$ cat src/hdl/daeg_pkg.sv
// daeg_pkg: shared types and constants for the exposure grid
`default_nettype none
package daeg_pkg;

	localparam int ACC_W   = 48;
	localparam int SUM_W   = 56;
	localparam int EDGE_W  = 13;
	localparam int TICK_W  = 16;
	localparam int OVL_W   = 13;
	localparam int PROD_W  = 25;
	localparam int NUM_W   = 57;
	localparam int QUO_W   = 32;
	localparam int STEP_W  = 6;
	localparam int IMB_W   = 17;
	localparam int COORD_W = 4;

	localparam logic [STEP_W-1:0] CELL_DIV_STEPS = STEP_W'(QUO_W);
	localparam logic [STEP_W-1:0] IMB_DIV_STEPS  = STEP_W'(IMB_W);

	typedef struct packed {
		logic load;
		logic prep;
		logic rd;
		logic ov;
		logic prod;
		logic num;
		logic div_cell;
		logic upd;
		logic wmul;
		logic acc;
		logic imb_start;
		logic imb_take;
		logic imb_zero;
		logic clr_wr;
	} daeg_cmd_t;

	typedef struct packed {
		logic last;
		logic div_done;
		logic update;
		logic imb_skip;
	} daeg_sts_t;

endpackage
`default_nettype wire

$ cat src/hdl/daeg_ctrl.sv
// daeg_ctrl: sequencer for the clearing pass and the per-request cell walk
`default_nettype none
module daeg_ctrl (
	input  wire logic                clk,
	input  wire logic                arst_n,
	input  wire logic                start,
	input  wire daeg_pkg::daeg_sts_t sts,
	output logic                     busy,
	output logic                     done,
	output daeg_pkg::daeg_cmd_t      cmd
);
	import daeg_pkg::*;

	typedef enum logic [3:0] {
		S_CLEAR, S_IDLE, S_PREP, S_RD, S_OV, S_PROD, S_NUM, S_DIVS, S_DIVW,
		S_UPD, S_WMUL, S_ACC, S_IMB, S_IMBW, S_OUT
	} state_t;

	state_t state_q, state_d;
	logic   busy_q, done_q;

	always_comb begin
		state_d = state_q;
		unique case (state_q)
			S_CLEAR: if (sts.last) state_d = S_IDLE;
			S_IDLE:  if (start) state_d = S_PREP;
			S_PREP:  state_d = S_RD;
			S_RD:    state_d = S_OV;
			S_OV:    state_d = S_PROD;
			S_PROD:  state_d = sts.update ? S_NUM : S_WMUL;
			S_NUM:   state_d = S_DIVS;
			S_DIVS:  state_d = S_DIVW;
			S_DIVW:  if (sts.div_done) state_d = S_UPD;
			S_UPD:   state_d = S_WMUL;
			S_WMUL:  state_d = S_ACC;
			S_ACC:   state_d = sts.last ? S_IMB : S_RD;
			S_IMB:   state_d = sts.imb_skip ? S_OUT : S_IMBW;
			S_IMBW:  if (sts.div_done) state_d = S_OUT;
			S_OUT:   state_d = S_IDLE;
			default: state_d = S_IDLE;
		endcase
	end

	always_ff @(posedge clk or negedge arst_n) begin
		if (!arst_n) begin
			state_q <= S_CLEAR;
			busy_q  <= 1'b1;
			done_q  <= 1'b0;
		end else begin
			state_q <= state_d;
			busy_q  <= (state_d != S_IDLE);
			done_q  <= (state_d == S_OUT);
		end
	end

	always_comb begin
		cmd           = '0;
		cmd.load      = (state_q == S_IDLE) && start;
		cmd.prep      = (state_q == S_PREP);
		cmd.rd        = (state_q == S_RD);
		cmd.ov        = (state_q == S_OV);
		cmd.prod      = (state_q == S_PROD);
		cmd.num       = (state_q == S_NUM);
		cmd.div_cell  = (state_q == S_DIVS);
		cmd.upd       = (state_q == S_DIVW) ? 1'b0 : (state_q == S_UPD);
		cmd.wmul      = (state_q == S_WMUL);
		cmd.acc       = (state_q == S_ACC);
		cmd.imb_start = (state_q == S_IMB) && !sts.imb_skip;
		cmd.imb_zero  = (state_q == S_IMB) && sts.imb_skip;
		cmd.imb_take  = (state_q == S_IMBW) && sts.div_done;
		cmd.clr_wr    = (state_q == S_CLEAR);
	end

	assign busy = busy_q;
	assign done = done_q;
endmodule
`default_nettype wire

$ cat config.mk
export PLATFORM = sky130hd
export DESIGN_NAME = daeg_ctrl
export DESIGN_NICKNAME = d
export VERILOG_FILES = /design/src/hdl/daeg_pkg.sv /design/src/hdl/daeg_ctrl.sv
export SDC_FILE = /design/constraint.sdc
export NUM_CORES = 1
export LEC_CHECK = 0
export ABC_AREA = 1
export ABC_CLOCK_PERIOD_IN_PS = 1400
export BUFFER_PORTS_ARGS = -buffer_cell sky130_fd_sc_hd__buf_2
export CORE_AREA = 2 2 39 41
export CTS_CLUSTER_DIAMETER = 80
export DETAILED_ROUTE_END_ITERATION = 10
export DIE_AREA = 0 0 41 43
export PLACE_DENSITY = 0.68
export SETUP_SLACK_MARGIN = 0.2
export SLEW_MARGIN = 25
export SYNTH_ARGS = -nofsm -noshare
export SYNTH_HDL_FRONTEND = slang
export SYNTH_SLANG_ARGS = --single-unit
$ cat constraint.sdc
create_clock -name clk -period 1.4 [get_ports clk]
set_input_delay 0.28 -clock clk [delete_from_list [all_inputs] [get_ports clk]]
set_output_delay 0.28 -clock clk [all_outputs]
set_load 0.02 [all_outputs]
==> results.py <==
metrics = {
    "cts": {
        "clock_latency_ps": 250,
        "htreeDepth": 1,
        "cts_tree": "built",
        "cts_sinks": 6,
        "cts_made_buffers": 3,
        "cts-root-buf": "clkbuf_4",
        "clock_path_buffers": 2,
        "clk_pin_slew_worst_paths_ps": 50,
    },
    "routing": {
        "routed_wl_um": 1710,
        "first_pass_iters": 4,
        "num_vias": 697,
        "initialDrtViolationCount": 17,
        "antenna_left": 0,
        "wl_per_cell_um": 11.8,
        "vias_per_cell": 4.81,
        "drc": 0,
    },
    "floorplan": {
        "die_w_um": 41,
        "ios": 23,
        "core-area_um2": 1380,
        "std_cell_rows": 14,
        "initial_core_util": 0.373,
        "dieArea_um2": 1760,
        "die_height_um": 43,
    },
    "cells_and_area": {
        "final_nets": 137,
        "mostFrequentLayoutCells": "nand2_1 (17), buf_6 (15), inv_2 (13), buf_4 (13), inv_1 (10)",
        "syn2layout_area_growth_pct": 87.2,
        "final_cell_area_um2": 967,
        "diodes": 0,
        "final_common_cell": "nand2_1",
        "drive_above_1_share": 0.628,
    },
    "timing": {
        "fin_ws_ps": -149,
        "rsz0062_at_grt": "true",
        "hold_violations": 0,
        "post-route-period-util": 1.11,
        "setup_violations": 15,
        "finalCriticalPeriod_ps": 1550,
        "drv_slew": 0,
        "fin_worst_skew_ps": 6.45,
        "max_slew_margin": 0.823,
        "worst_slew_pin_slew_ps": 264,
        "max_freq_mhz": 646,
    },
    "synthesis": {
        "synthXorXnorAreaFrac": 0,
        "synth_compound_area_frac": 0.0242,
        "syn_area_um2": 517,
        "synth_top_family_by_area": "simple AND/OR/NAND/NOR gates",
        "synth_fp_nets": 97,
        "synth_adder_area_share": 0,
        "synth_top_area_frac": 0.242,
        "ys_top_cells_by_area": "dfrtp_1 (24%), nand2_1 (16%), inv_1 (15%)",
        "synthCells": 90,
        "yosysWarnings": 0,
        "ys_seq_area_frac": 0.293,
        "synth-seq-cells": 6,
        "syn_avg_cell_area_um2": 5.74,
        "synthSimpleGateAreaFrac": 0.499,
        "synthMuxAreaShare": 0,
        "ys_types": 15,
        "synth_top_area_cell": "dfrtp_1",
    },
    "critical_path": {
        "worstPathArrival_ps": 1270,
        "reg2regPathDepth": 10,
        "worst_ep_required_time_ps": 1120,
        "critical_path_class": "flip-flop to primary output",
        "startpoint_type": "flip-flop",
        "endpoint_kind": "primary output",
        "cp_max_fo": 4,
    },
    "global_route": {
        "grtUsageMet3": 0.0471,
        "grt_max_degree": 7,
        "grt.busiest_layer": "met2",
        "grt_use_total": 0.211,
        "grt_pass1_vias": 617,
        "grt-ovfl-total": 0,
        "antenna_found_initial": 0,
        "grt_first_pass_wirelength_um": 2510,
        "use_met1": 0.247,
        "gr-usage-met2": 0.322,
    },
    "placement": {
        "gp_congestion": 0.832,
        "place_area_um2": 652,
        "dp_hpwl_um": 988,
        "port_buffers": 22,
    },
    "pwr": {
        "finalPower_uw": 2000,
        "pwr_density_cell_nw_per_um2": 2070,
        "power.leakage_uw": 0.000599,
        "ir_worst_vdd_mv": 1.12,
    },
    "run_status": {
        "status": "finished, violations left",
        "violations": "setup timing",
    },
    "flow_run": {
        "maxCapViolCount": 0,
    },
    "min_path": {
        "whs_path_depth": 3,
        "hold_class": "primary input to flip-flop",
    },
}
[critical path, stage by stage, from the launching register on]
cell,delay (ps)
dfrtp_2,420
inv_4,60
nor2_4,130
inv_2,60
nor2_2,110
nand2_2,70
inv_2,50
buf_6,100
[logic make-up after synthesis]
kind of cell / count (synthesis)
simple gates: 57
buf+inv: 25
compound gates: 2
flops: 6
[synth_stat cells, drive strengths merged]
library cell  number
nand3              8
dfrtp              5
buf                1
inv               24
nand3b             1
dfstp              1
nor2              21
o211ai             1
or2                1
a21oi              1
nand2             26
[through the flow]
stage          std cells  setup WS, ps  hold WS (ps)  utilization  setup TNS, ps
5_1_grt              145          -200           332        0.699          -2230
4_1_cts              143          -142           331        0.634          -1280
3_3_place_gp         127          68.2           104        0.471              0
2_1_floorplan         90           200         -15.6            -              0
3_5_place_dp         127          31.5           107        0.471              0
6_report             145          -149           327        0.699          -1310
[final timing paths]
path,start,slack [ps],end
max in group asynchronous,arst_n,800,busy
min,sts[0],330,done
max,state_q[0],-150,cmd[2]
min in group asynchronous,arst_n,370,state_q[1]
min reg2reg,state_q[0],700,done
max reg2reg,state_q[0],-10,busy
[power by group]
group          leakage, uW  internal [uW]  switching, uW
Sequential       0.0000697            259            129
Combinational     0.000514            612            819
Clock            0.0000150            109           72.0
[state kept, by name, indices dropped and copies added, names as in the netlist]
name     count
state_q      4
busy         1
done         1
[timing repair]
item | CTS | global route
gates resized for setup | 36 | 28
endpoints found under the hold margin | 5 | 0
setup endpoints to repair | 16 | 20
setup buffers | 11 | 2
hold buffers | 1 | 0
pin swaps | 9 | 3
[final cells by class]
class,count,area [um2]
clock buffers,4,26.3
fillers,104,417
inverters,24,92.6
multi-input cells,59,360
flip-flops and latches,6,156
well taps,16,20.0
repair buffers,36,312
[metal layers]
metal	part of all wire	vias up
met2	0.53	31
li1	-	337
met1	0.38	322
met5	0	-
met3	0.057	7
met4	0.034	0
No activity file was read; power rests on OpenSTA's default activity.
